==> src/hw/rtl/cwec_pkg.sv <==
// Shared types, constants and helpers for the component wall edge counter.
// Depends on nothing; the front end, back end, top level and checker use it by scoped names.
package cwec_pkg;

    localparam int MAX_ROWS   = 64;
    localparam int MAX_COLS   = 64;
    localparam int CELL_COUNT = MAX_ROWS * MAX_COLS;
    localparam int CELL_W     = $clog2(CELL_COUNT);
    localparam int SLOT_W     = CELL_W + 1;
    localparam int ROW_W      = 6;
    localparam int COL_W      = 6;
    localparam int CFG_W      = 7;
    localparam int CNT_W      = 15;
    localparam int EPOCH_W    = 8;
    localparam int ANS_W      = EPOCH_W + CNT_W;
    localparam int IDX_W      = 2;

    localparam logic [CNT_W-1:0]   COUNT_MAX = {CNT_W{1'b1}};
    localparam logic [EPOCH_W-1:0] EPOCH_MAX = {EPOCH_W{1'b1}};
    localparam logic [EPOCH_W-1:0] EPOCH_FIRST = EPOCH_W'(1);

    localparam logic       OP_LOAD  = 1'b0;
    localparam logic       OP_QUERY = 1'b1;

    localparam logic [IDX_W-1:0] REG_GRID_ROWS = IDX_W'(0);
    localparam logic [IDX_W-1:0] REG_GRID_COLS = IDX_W'(1);

    localparam logic [1:0] DIR_UP    = 2'd0;
    localparam logic [1:0] DIR_DOWN  = 2'd1;
    localparam logic [1:0] DIR_LEFT  = 2'd2;
    localparam logic [1:0] DIR_RIGHT = 2'd3;

    typedef struct packed {
        logic             op;
        logic [ROW_W-1:0] row;
        logic [COL_W-1:0] col;
        logic             is_wall;
    } in_item_t;

    typedef struct packed {
        logic [CNT_W-1:0] edge_count;
        logic             on_wall;
    } out_item_t;

    typedef struct packed {
        logic [CFG_W-1:0] rows;
        logic [CFG_W-1:0] cols;
    } grid_t;

    typedef enum logic [1:0] {
        CMD_LOAD,
        CMD_WALL,
        CMD_QUERY
    } cmd_kind_t;

    typedef struct packed {
        cmd_kind_t        kind;
        logic [ROW_W-1:0] row;
        logic [COL_W-1:0] col;
        logic             is_wall;
    } cmd_t;

    typedef struct packed {
        logic valid;
        cmd_t cmd;
    } queue_head_t;

    typedef enum logic [3:0] {
        ST_SWEEP,
        ST_IDLE,
        ST_Q_CHECK,
        ST_POP_RD,
        ST_POP_WAIT,
        ST_NB_RD,
        ST_NB_EV,
        ST_FILL_RD,
        ST_FILL_WR
    } back_state_t;

    function automatic logic [CELL_W-1:0] cell_of(input logic [ROW_W-1:0] r,
                                                  input logic [COL_W-1:0] c);
        cell_of = CELL_W'(r) * CELL_W'(MAX_COLS) + CELL_W'(c);
    endfunction

    function automatic logic [ROW_W-1:0] row_of(input logic [CELL_W-1:0] cell_idx);
        row_of = ROW_W'(cell_idx / MAX_COLS);
    endfunction

    function automatic logic [COL_W-1:0] col_of(input logic [CELL_W-1:0] cell_idx);
        col_of = COL_W'(cell_idx % MAX_COLS);
    endfunction

endpackage

==> src/hw/rtl/cwec_front.sv <==
// Front end: accepts input transactions, classifies them and queues commands.
// Depends on cwec_pkg.
module cwec_front (
    input  logic                  clk,
    input  logic                  rst_n,
    input  logic                  in_valid,
    output logic                  in_ready,
    input  cwec_pkg::in_item_t    in_data,
    input  cwec_pkg::grid_t       grid,
    input  logic                  hold,
    output cwec_pkg::queue_head_t head,
    input  logic                  pop
);

    cwec_pkg::cmd_t q_mem_reg [2];
    logic           wr_ptr_reg, wr_ptr_next;
    logic           rd_ptr_reg, rd_ptr_next;
    logic [1:0]     count_reg, count_next;
    cwec_pkg::cmd_t new_cmd;
    logic           push;
    logic           outside;

    // A query of a cell beyond the rows and columns in use is a wall without looking it up.
    always_comb
    begin
        outside = ({1'b0, in_data.row} >= grid.rows) || ({1'b0, in_data.col} >= grid.cols);
        new_cmd.row     = in_data.row;
        new_cmd.col     = in_data.col;
        new_cmd.is_wall = in_data.is_wall;
        if (in_data.op == cwec_pkg::OP_LOAD)
        begin
            new_cmd.kind = cwec_pkg::CMD_LOAD;
        end
        else if (outside)
        begin
            new_cmd.kind = cwec_pkg::CMD_WALL;
        end
        else
        begin
            new_cmd.kind = cwec_pkg::CMD_QUERY;
        end
    end

    assign in_ready   = (count_reg != 2'd2) && !hold;
    assign push       = in_valid && in_ready;
    assign head.valid = (count_reg != 2'd0);
    assign head.cmd   = q_mem_reg[rd_ptr_reg];

    always_comb
    begin
        wr_ptr_next = wr_ptr_reg ^ push;
        rd_ptr_next = rd_ptr_reg ^ (pop && head.valid);
        count_next  = count_reg + 2'(push) - 2'(pop && head.valid);
    end

    always_ff @(posedge clk or negedge rst_n)
    begin
        if (!rst_n)
        begin
            wr_ptr_reg <= 1'b0;
            rd_ptr_reg <= 1'b0;
            count_reg  <= 2'd0;
        end
        else
        begin
            wr_ptr_reg <= wr_ptr_next;
            rd_ptr_reg <= rd_ptr_next;
            count_reg  <= count_next;
        end
    end

    always_ff @(posedge clk)
    begin
        if (push)
        begin
            q_mem_reg[wr_ptr_reg] <= new_cmd;
        end
    end

endmodule

==> config.mk <==
export PLATFORM = sky130hd
export DESIGN_NAME = cwec_front
export DESIGN_NICKNAME = d
export VERILOG_FILES = /design/src/hw/rtl/cwec_pkg.sv /design/src/hw/rtl/cwec_front.sv
export SDC_FILE = /design/constraint.sdc
export NUM_CORES = 1
export LEC_CHECK = 0
export ABC_CLOCK_PERIOD_IN_PS = 1740
export BUFFER_PORTS_ARGS = -buffer_cell sky130_fd_sc_hd__buf_2
export CORE_AREA = 2 2 77 79
export CTS_CLUSTER_DIAMETER = 60
export DETAILED_ROUTE_END_ITERATION = 16
export DIE_AREA = 0 0 79 81
export HOLD_SLACK_MARGIN = 0.02
export PLACE_DENSITY = 0.58
export SLEW_MARGIN = 0
export SYNTH_ARGS = -nofsm -noshare
export SYNTH_HDL_FRONTEND = slang
export SYNTH_SLANG_ARGS = --single-unit
==> constraint.sdc <==
create_clock -name clk -period 1.74 [get_ports clk]
set_clock_uncertainty 0.05 [all_clocks]
set_input_delay 0.348 -clock clk [delete_from_list [all_inputs] [get_ports clk]]
set_output_delay 0.348 -clock clk [all_outputs]
set_load 0.1 [all_outputs]
## After elaboration in Yosys (flattened, before gate mapping)

Memory sizes are Yosys's and may differ from the RTL's.
Index checks and enable logic that the tools add are counted.

- Bits in registers: 4
- Bits in writable memories: 30
- Input port bits: 33
- Output and inout bits: 17
- Logic and storage cells: 21
- Memories kept: 1

- Add/sub/neg operators: 2
- Order comparisons: 2
- Eq/ne operators: 1
- Mux-type cells: 4
- Bitwise logic cells: 2
- Reduce and logical (&&, ||, !) cells: 6

Memory list:

| memory | depth | bits a word | rd ports | clocked after Yosys merged registers in | write ports | RTL line | RTL |
|---|---|---|---|---|---|---|---|
| q_mem_reg | 2 | 15 | 1 | 0 | 1 | cwec_front.sv:15 | `cwec_pkg::cmd_t q_mem_reg [2];` |

Operators with widths:

| cell | number |
|---|---|
| 6-bit by 7-bit greater-or-equal comparator with 1-bit output | 2 |
| 2-bit 2-to-1 mux | 2 |
| 1-bit logical AND | 3 |
| 2-bit by 1-bit adder with 2-bit output | 1 |
| 1-bit 2-to-1 mux | 2 |
| 2-bit inequality test (second input constant) | 1 |
| 2-bit nonzero test | 1 |
| 2-bit by 1-bit subtractor with 2-bit output | 1 |
| 1-bit bitwise XOR | 2 |
| 1-bit logical NOT | 1 |
| 1-bit logical OR | 1 |

## Depth between registers and ports, before layout

Gate-level depths: netlist (run 1).

- Depth after elaboration: 5
- Mapped depth: 8
- Mapped depth without buffers: 8

## Worst setup path after synthesis (run 1)

OpenSTA, ideal clock, no wires.

- Kind: reg2reg
- Start: register count_reg[0]
- End: memory q_mem_reg[1][0] (netlist bit), enable pin
- Library setup time: 372 ps
- Arrival: 2696 ps
- Data required time: 1318 ps
- Setup slack: -1378 ps
- Stages on the path, launching flop included: 6
- Path buffers: 0
- Clock period less this slack: 3118 ps
- Cells stage by stage: dfrtp_1 > inv_1 > a21oi_1 > nand2_1 > inv_1 > ha_1

- Longest elaborated chain between the ends: 5

RTL lines:

| what | RTL line | RTL |
|---|---|---|
| from (decl) | cwec_front.sv:18 | `logic [1:0] count_reg, count_next;` |
| from (signal assigned) | cwec_front.sv:68 | `count_reg <= count_next;` |
| 2-bit inequality test | cwec_front.sv:44 | `assign in_ready = (count_reg != 2'd2) && !hold;` |
| 1-bit logical AND | cwec_front.sv:44 |  |
| net in_ready | cwec_front.sv:7 | `output logic in_ready,` |
| 1-bit logical AND | cwec_front.sv:45 | `assign push = in_valid && in_ready;` |
| 1-bit 2-to-1 mux | cwec_front.sv:74 | `if (push)` |
| 1-bit 2-to-1 mux (not written as such) | cwec_front.sv:76 | `q_mem_reg[wr_ptr_reg] <= new_cmd;` |
| to (decl) | cwec_front.sv:15 |  |

The timed path passes the listed nets, and every way through them passes these cells.

==> reports/results.ini, run 1 <==
[critical_path]
worstPathRequired_ns=1.34
arrival_ns=1.36
critical_path_class=reg -> out
start_kind=flip-flop
cp-end-kind=primary output
cp_max_fo=7

[logic_synthesis]
synth_fp_nets=160
synth.avg_cell_area_um2=14.65
syn_inst=111
synth_flop_cell=edfxtp_1
synthesis.area_um2=1627
synth_edf_count=30
yosysMostFrequentCell=edfxtp_1
ys_seq_area_share_pct=61.54
synth_common_cells=30 x edfxtp_1, 19 x inv_1, 16 x ha_1
synth_warnings=0
yosys.cell_types.count=23
async_flop_share_pct=11.76
synth_top_area_cell=edfxtp_1
ys_top_cells_by_area=edfxtp_1 55%, ha_1 12%, mux2_2 10%
ys_ff_latch=34
synth_top_area_share_pct=55.38

[floorplan]
rows=28
ios=50
core_area_um2=5675
dieHeight_um=81
die_area_um2=6399
die_x_um=79
initial_utilization_pct=28.66

[outcome]
status=finished, violations left
failed_checks=setup timing

[global_route]
grt_max_degree=16
grt-ovfl-total=0
grt_pass1_wl_mm=4.726
antenna_found_initial=0
grt_usage_pct=10.05
first_global_vias=1048

[clock_tree]
clk_latency_ns=0.27
cts_tree=built
cts.path.max_buffers=2
cts_sinks=34
htree_levels=2
path_clk_slew_ns=0.07
cts_buffers=5
clockRootBuffer=clkbuf_8

[sta]
fmax_mhz=569.8
rsz0062_at_grt=true
finalCriticalPeriod_ns=1.755
slew_headroom_pct=67.82
period_share_pct=100.9
setup_ws_ns=-0.01507
setup_viol=7
maxSlewViolCount=0
tightestPinTransition_ns=0.4860
whs_ns=0.2149
setup_tns_ns=-0.05581
hold_violations=0

[cells_and_area]
num_antenna_cells=0
fin_nets=230
drive_above_1_share_pct=53.85
syn2layout_area_growth_pct=56.00
fillers=539
largest_reg_flops=30

[place]
numPortBuffers=49
dpl.hpwl_mm=2.265
gp_congestion=0.7478

[power_and_ir_drop]
irDropWorstVdd_mv=0.7356
seq_power_share_pct=25.8
comb_power_share_pct=62.0
power_leakage_nw=1.121
p_clk_share_pct=12.1
p_per_area_nw_per_um2=1690
sw_frac_of_total_pct=44.07
p_int_w=0.002399
power_switching_w=0.001890

[route]
ant_nets=0
drc_errors=0
vias=1065
drtIter0Drc=26
drtPass1Iterations=4
drt_wl_total_mm=3.111
wire_per_inst_um=12.11
routed_via_density=4.144

[flow_run]
drv_cap=0

[min_path]
hp-class=in -> reg

## placed cells by master, fill, tap and decap left out, types with 2 or more instances in the layout
cell type  instances
a21oi_1            4
buf_12            16
buf_2             33
buf_4             11
buf_6              4
clkbuf_8           5
clkinv_1           3
dfrtp_1            3
edfxtp_1          30
ha_1              12
ha_4               3
inv_1             17
inv_2              2
mux2_4            15
nand2b_1           2
nand4b_1           2
nor3b_1            2
## cell families (layout without fill, tap and decap cells)
logic type | count (synthesis) | count (layout) | synth area share, %
adders and majority gates | 16 | 16 | 12.31
DFF | 34 | 34 | 61.54
buffers and inverters | 21 | 92 | 5.000
and+or+nand+nor | 14 | 14 | 6.230
AOI/OAI and AO/OA | 8 | 8 | 2.923
muxes | 15 | 15 | 10.38
xor gates and xnor gates | 3 | 3 | 1.616
## repair_timing
item / 4_1_cts / 5_1_grt
hold buffers: 1 / 0
cloned: 0 / 1
endpoints found under the setup margin: 15 / 16
endpoints found under the hold margin: 4 / 0
buffers inserted: 1 / 1
pin swaps: 0 / 6
gates resized for setup: 8 / 18
## stage by stage
step | worst slack [ns] | instances | cell area (um^2) | power [W] | util (%)
6_report | -0.01507 | 257 | 2537 | 0.004289 | 44.71
5_1_grt | -0.06008 | 257 | 2537 | 0.004474 | 44.71
2_1_floorplan | -0.3170 | 111 | 1668 | 0.002695 | -
3_3_place_gp | -0.1502 | 245 | 2327 | 0.003535 | 41.01
4_1_cts | -0.03782 | 255 | 2455 | 0.004163 | 43.25
3_5_place_dp | -0.1908 | 245 | 2327 | 0.003549 | 41.01
## power by group through the flow
stage | Clock, W | Combinational (W) | Sequential [W]
2_1_floorplan | 0 | 0.00159 | 0.00110
3_3_place_gp | 0 | 0.00243 | 0.00110
3_5_place_dp | 0 | 0.00244 | 0.00111
4_1_cts | 0.000543 | 0.00253 | 0.00109
5_1_grt | 0.000573 | 0.00278 | 0.00112
6_report | 0.000521 | 0.00266 | 0.00111
## metal layers
layer	up-vias	wire, um	track usage [%]
li1	536	-	-
met1	495	1251	10.63
met2	32	1668	18.39
met3	2	158	3.333
met4	0	32	4.138
met5	-	0	0
## worst max-delay path: stages, from the launching register on
cell and delay, ns:
dfrtp_2 0.44, buf_6 0.15, mux2_4 0.32, buf_12 0.17
## final timing paths
kind | depth (start not counted) | slack [ns] | from | end
setup reg to reg | 7 | 0.08 | count_reg[0] | count_reg[1]
setup / recovery | 3 | -0.02 | rd_ptr_reg | head[6]
hold reg to reg | 2 | 0.52 | count_reg[1] | count_reg[1]
max in group asynchronous | 2 | 1.11 | rst_n | rd_ptr_reg
hold / removal | 1 | 0.21 | in_data[0] | q_mem_reg[0][0]
min in group asynchronous | 2 | 0.39 | rst_n | count_reg[1]
## layout make-up
cell class | instances | area, um^2 | share of cell area (%)
sequential | 34 | 1002 | 39.50
multi-input combinational | 56 | 666.9 | 26.28
timing repair buffer | 65 | 623.1 | 24.56
tap | 75 | 93.84 | 3.698
inverter | 19 | 71.32 | 2.811
clock buffer | 5 | 68.82 | 2.712
clock inverter | 3 | 11.26 | 0.4438
(Power assumes the default switching activity.)
==> run 2: changes to the inputs <==
- GPL_TIMING_DRIVEN: unset -> 0
==> run 2 against run 1 <==
The run still ends with setup timing left. First-iteration DRC count shrank 65%. Hold slack lost 0.0027 ns. Combinational power barely moved. Routed wire length increased by 0.80%. Core utilization fell by 1.1 points. Maximum frequency down 4.0%. Die area stayed put. Non-clock buffer count shrank 8. Critical path type unchanged. Critical endpoint unchanged.
==> reports/results.ini, run 2 (synthesis results as in run 1) <==
[outcome]
status=finished, violations left  ; unchanged
failed_checks=setup timing  ; unchanged

[clock_tree]
path_clk_slew_ns=0.06  ; was 0.07 ns
cts_sinks=34  ; unchanged
cts.path.max_buffers=2  ; unchanged
clk_latency_ns=0.28  ; was 0.27 ns
cts_buffers=5  ; unchanged
clockRootBuffer=clkbuf_8  ; unchanged
cts_tree=built  ; unchanged
htree_levels=2  ; unchanged

[place]
gp_congestion=0.7630  ; was 0.7478
place_ws_ns=-0.1948  ; was -0.1908 ns
placed_area_um2=2007  ; was 2327 um^2
dpl.hpwl_mm=2.189  ; was 2.265 mm
numPortBuffers=49  ; unchanged

[global_route]
first_global_vias=1108  ; was 1048
grt_max_degree=16  ; unchanged
antenna_found_initial=0  ; unchanged
grt-ovfl-total=0  ; unchanged
grt_pass1_wl_mm=5.106  ; was 4.726 mm
grt_usage_pct=10.90  ; was 10.05%

[flow_run]
drv_cap=0  ; unchanged

[critical_path]
start_kind=flip-flop  ; unchanged
r2r_start=count_reg[1]  ; was count_reg[0]
r2r_end=count_reg[1]  ; unchanged
arrival_ns=1.43  ; was 1.36 ns
reg2reg_depth=7  ; unchanged
reg2reg_slack_ns=0.04  ; was 0.08 ns
cp-end-kind=primary output  ; unchanged
cp_max_fo=6  ; was 7
worstPathRequired_ns=1.34  ; about the same
worstSetupStartpoint=rd_ptr_reg  ; unchanged
critical_path_class=reg -> out  ; unchanged

[sta]
rsz0062_at_grt=true  ; unchanged
tightestPinTransition_ns=0.4844  ; was 0.4860 ns
finalCriticalPeriod_ns=1.829  ; was 1.755 ns
hold_violations=0  ; unchanged
period_share_pct=105.1  ; was 100.9%
maxSlewViolCount=0  ; unchanged
setup_ws_ns=-0.08903  ; was -0.01507 ns
setup_viol=12  ; was 7
slew_headroom_pct=67.93  ; was 67.82%
fmax_mhz=546.7  ; was 569.8 MHz

[route]
drtIter0Drc=9  ; was 26
drc_errors=0  ; unchanged
ant_nets=0  ; unchanged
drtPass1Iterations=4  ; unchanged
wire_per_inst_um=12.59  ; was 12.11 um
drt_wl_total_mm=3.136  ; was 3.111 mm
routed_via_density=4.221  ; was 4.144
vias=1051  ; was 1065

[floorplan]
core_area_um2=5675  ; unchanged
rows=28  ; unchanged
initial_utilization_pct=28.66  ; unchanged
ios=50  ; unchanged
die_x_um=79  ; unchanged
die_area_um2=6399  ; unchanged
dieHeight_um=81  ; unchanged

[power_and_ir_drop]
power_leakage_nw=1.072  ; was 1.121 nW
sw_frac_of_total_pct=44.51  ; was 44.07%
power_w=0.004324  ; was 0.004289 W
p_clk_share_pct=12.4  ; was 12.1%
p_int_w=0.002399  ; about the same
seq_power_share_pct=25.5  ; was 25.8%
p_per_area_nw_per_um2=1748  ; was 1690 nW/um^2
power_switching_w=0.001925  ; was 0.001890 W
comb_power_share_pct=62.1  ; was 62.0%
irDropWorstVdd_mv=0.5804  ; was 0.7356 mV

[min_path]
hold_path.startpoint=in_data[0]  ; unchanged
whs_path_depth=1  ; unchanged
min_delay_worst_endpoint=q_mem_reg[1][0]  ; was q_mem_reg[0][0]
hp-class=in -> reg  ; unchanged

[cells_and_area]
post-route-cell-area_um2=2474  ; was 2537 um^2
syn2layout_area_growth_pct=52.08  ; was 56.00%
num_antenna_cells=0  ; unchanged
layout_commonest_cell=buf_2  ; unchanged
mostFrequentLayoutCells=33 x buf_2, 30 x edfxtp_1, 17 x inv_1  ; unchanged
drive_above_1_share_pct=51.15  ; was 53.85%
largest_reg_flops=30  ; unchanged
fin_nets=222  ; was 230

[run 2: cell count changes in the layout (fill, tap and decap cells not counted), moves of 2 or more]
cell,before,now
mux2_4,15,12
buf_12,16,14
mux2_2,0,3
buf_4,11,3
[run 2: power groups by stage]
stage | Combinational (W) | Clock [W] | Sequential (W)
2_1_floorplan | 0.00159 | 0 | 0.00110
3_3_place_gp | 0.00186 | 0 | 0.00111
3_5_place_dp | 0.00187 | 0 | 0.00112
4_1_cts | 0.00262 | 0.000556 | 0.00111
5_1_grt | 0.00282 | 0.000580 | 0.00112
6_report | 0.00269 | 0.000535 | 0.00110
[run 2: worst max path at each step]
stage,to,slack (ns),cells past startpoint
CTS,head[6],-0.11,4
global route,head[6],-0.14,4
floorplan,count_reg[1],-0.32,7
detailed placement,q_mem_reg[1][13],-0.19,6
global placement,q_mem_reg[0][13],-0.18,6
finish,head[6],-0.09,4
[run 2: cell type report]
cell class	count	area, um^2
Buffer	2	31.28
Multi-Input combinational cell	56	665.6
Sequential cell	34	1001
Inverter	19	71.32
Clock inverter	3	11.26
Fill cell	538	3202
Clock buffer	5	68.82
Tap cell	75	93.84
Timing Repair Buffer	55	530.5
[run 2: metrics by stage]
| step | utilization, % | setup TNS, ns | cells | hold WS [ns] |
|---|---|---|---|---|
| after CTS | 42.81 | -1.112 | 247 | 0.2058 |
| after global routing | 43.58 | -1.546 | 249 | 0.2033 |
| final | 43.58 | -0.9042 | 249 | 0.2122 |
| after floorplan | - | -3.522 | 111 | 0.002409 |
| after detailed placement | 35.36 | -2.259 | 235 | 0.1132 |
| after global placement | 35.36 | -1.985 | 235 | 0.1133 |
[run 2: layer usage]
metal | track usage [%] | part of all wire [%]
met1 | 11.96 | 41
met2 | 19.66 | 53
met3 | 2.889 | 4.5
met4 | 5.172 | 2.0
met5 | 0 | 0
[run 2: repair_timing]
action | 4_1_cts | 5_1_grt
pin swaps | 4 | 2
resized for setup | 76 | 5
gates cloned | 1 | 0
hold endpoints to repair | 4 | 0
hold buffers | 1 | 0
setup endpoints to repair | 16 | 17
buffers inserted | 2 | 2
[run 2: critical path: stages (launching register included)]
cell and delay [ns]:
dfrtp_1 0.37, buf_6 0.15, buf_12 0.14, mux2_4 0.31, buf_12 0.17
==> run 3: changes to the inputs <==
- SETUP_SLACK_MARGIN: unset -> 0.2
==> run 3 against run 2 <==
The flow still finishes with violations (setup timing). Critical path type unchanged. Maximum frequency is 0.32% higher. First-iteration DRC count grew to 2.8 times the previous value. Via count is 7.8% higher.
==> reports/results.ini, run 3 (synthesis results as in run 1) <==
[clock_tree]
path_clk_slew_ns=0.07  ; was 0.06 ns
clk_latency_ns=0.28  ; about the same
clockRootBuffer=clkbuf_8  ; unchanged
htree_levels=2  ; unchanged
cts.path.max_buffers=2  ; unchanged
cts_buffers=5  ; unchanged
cts_tree=built  ; unchanged
cts_sinks=34  ; unchanged

[floorplan]
ios=50  ; unchanged
die_area_um2=6399  ; unchanged
die_x_um=79  ; unchanged
core_area_um2=5675  ; unchanged
dieHeight_um=81  ; unchanged
initial_utilization_pct=28.66  ; unchanged
rows=28  ; unchanged

[power_and_ir_drop]
p_int_w=0.002583  ; was 0.002399 W
power_leakage_nw=1.157  ; was 1.072 nW
p_clk_share_pct=11.7  ; was 12.4%
irDropWorstVdd_mv=0.8347  ; was 0.5804 mV
p_per_area_nw_per_um2=1701  ; was 1748 nW/um^2
sw_frac_of_total_pct=43.40  ; was 44.51%
seq_power_share_pct=24.2  ; was 25.5%
power_switching_w=0.001981  ; was 0.001925 W
comb_power_share_pct=64.2  ; was 62.1%

[global_route]
first_global_vias=1123  ; was 1108
grt_max_degree=16  ; unchanged
antenna_found_initial=0  ; unchanged
grt-ovfl-total=0  ; unchanged
grt_usage_pct=11.83  ; was 10.90%
grt_pass1_wl_mm=5.416  ; was 5.106 mm

[critical_path]
critical_path_class=reg -> out  ; unchanged
crit_family=buffers and inverters  ; unchanged
cp_max_fo=8  ; was 6
start_kind=flip-flop  ; unchanged
worstPathCellList=buf_6 -> buf_12 -> mux2_4 -> buf_12  ; unchanged
crit_path_max_incr_delay_ns=0.37  ; about the same
timing.critical_path.mode_cell=buf_12  ; unchanged
r2r_start=count_reg[1]  ; unchanged
worstSetupStartpoint=rd_ptr_reg  ; unchanged
cp_num_buf_inv=3  ; unchanged
cp-end-kind=primary output  ; unchanged
arrival_ns=1.43  ; about the same
slowest_stage=dfrtp_1  ; unchanged
worstPathRequired_ns=1.34  ; about the same

[sta]
setup_ws_ns=-0.08323  ; was -0.08903 ns
slew_headroom_pct=79.40  ; was 67.93%
tightestPinTransition_ns=0.3089  ; was 0.4844 ns
maxSlewViolCount=0  ; unchanged
hold_violations=0  ; unchanged
rsz0062_at_grt=true  ; unchanged
setup_viol=13  ; was 12
period_share_pct=104.8  ; was 105.1%
fmax_mhz=548.5  ; was 546.7 MHz
finalCriticalPeriod_ns=1.823  ; was 1.829 ns

[route]
drtIter0Drc=25  ; was 9
ant_nets=0  ; unchanged
drc_errors=0  ; unchanged
routed_via_density=4.375  ; was 4.221
drtPass1Iterations=4  ; unchanged
vias=1133  ; was 1051
drt_wl_total_mm=3.577  ; was 3.136 mm
wire_per_inst_um=13.81  ; was 12.59 um

[flow_run]
drv_cap=0  ; unchanged

[cells_and_area]
final_util_pct=47.27  ; was 43.58%
fin_nets=232  ; was 222
mostFrequentLayoutCells=31 x buf_2, 30 x edfxtp_1, 18 x buf_12  ; was 33 x buf_2, 30 x edfxtp_1, 17 x inv_1
largest_reg_flops=30  ; unchanged
drive_above_1_share_pct=59.78  ; was 51.15%
syn2layout_area_growth_pct=64.92  ; was 52.08%
layout_commonest_cell=buf_2  ; unchanged
num_antenna_cells=0  ; unchanged

[outcome]
failed_checks=setup timing  ; unchanged
status=finished, violations left  ; unchanged

[min_path]
hold_path.startpoint=in_data[0]  ; unchanged
hp-class=in -> reg  ; unchanged

[place]
dpl.hpwl_mm=2.220  ; was 2.189 mm
place_ws_ns=-0.1896  ; was -0.1948 ns
gp_congestion=0.7073  ; was 0.7630
numPortBuffers=49  ; unchanged

run 3: changes by cell type in the layout (fill, tap and decap cells not counted), moves of 2 or more:
cell      delta
buf_4       +10
ha_1         -3
inv_2        +2
buf_12       +4
clkinv_1     -2
inv_1        -3
buf_2        -2
ha_4         +3
run 3: what timing repair did:
item,4_1_cts,5_1_grt
hold buffers,1,0
gates cloned,1,0
setup endpoints to repair,23,52
buffers inserted,7,7
endpoints found under the hold margin,4,0
pin swaps,5,4
gates resized for setup,81,10
run 3: layout make-up:
type                    count  area, um^2
fillers                   505        2993
flip-flops and latches     34        1001
multi-input cells          56       734.5
repair buffers             65       656.9
well taps                  75       93.84
inverters                  19       83.83
clock buffers               6       72.57
plain buffers               2       31.28
clock inverters             2       8.758
run 3: path summary, 6_finish.rpt:
path / slack, ns / depth (start not counted) / to
worst min register to register: 0.58 / 2 / count_reg[0]
max in group asynchronous: 1.12 / 2 / count_reg[1]
worst max-delay path: -0.08 / 4 / head[6]
worst min-delay path: 0.22 / 1 / q_mem_reg[0][0]
min in group asynchronous: 0.40 / 2 / count_reg[0]
worst max register to register: 0.04 / 7 / count_reg[1]
run 3: layer usage:
| metal | global-route usage (%) | share of wire (%) |
|---|---|---|
| met5 | 0 | 0 |
| met4 | 7.069 | 2.5 |
| met3 | 3.444 | 4.0 |
| met2 | 20.51 | 54 |
| met1 | 12.87 | 40 |
run 3: power by group through the flow:
stage	logic [W]	clock network, W	registers [W]
floorplan	0.00168	0	0.00111
global placement	0.00194	0	0.00111
detailed placement	0.00195	0	0.00112
CTS	0.00279	0.000552	0.00110
global route	0.00306	0.000598	0.00111
finish	0.00293	0.000532	0.00110
run 3: metrics by stage:
step | hold slack, ns | cell area [um^2] | total power, W | TNS (ns) | std cells
finish | 0.2189 | 2683 | 0.004563 | -0.9495 | 259
global placement | 0.1109 | 2102 | 0.003051 | -1.104 | 235
global route | 0.2074 | 2683 | 0.004769 | -1.657 | 259
floorplan | 0.002409 | 1763 | 0.002789 | -3.522 | 111
CTS | 0.2061 | 2582 | 0.004441 | -1.033 | 252
detailed placement | 0.1105 | 2102 | 0.003066 | -1.156 | 235
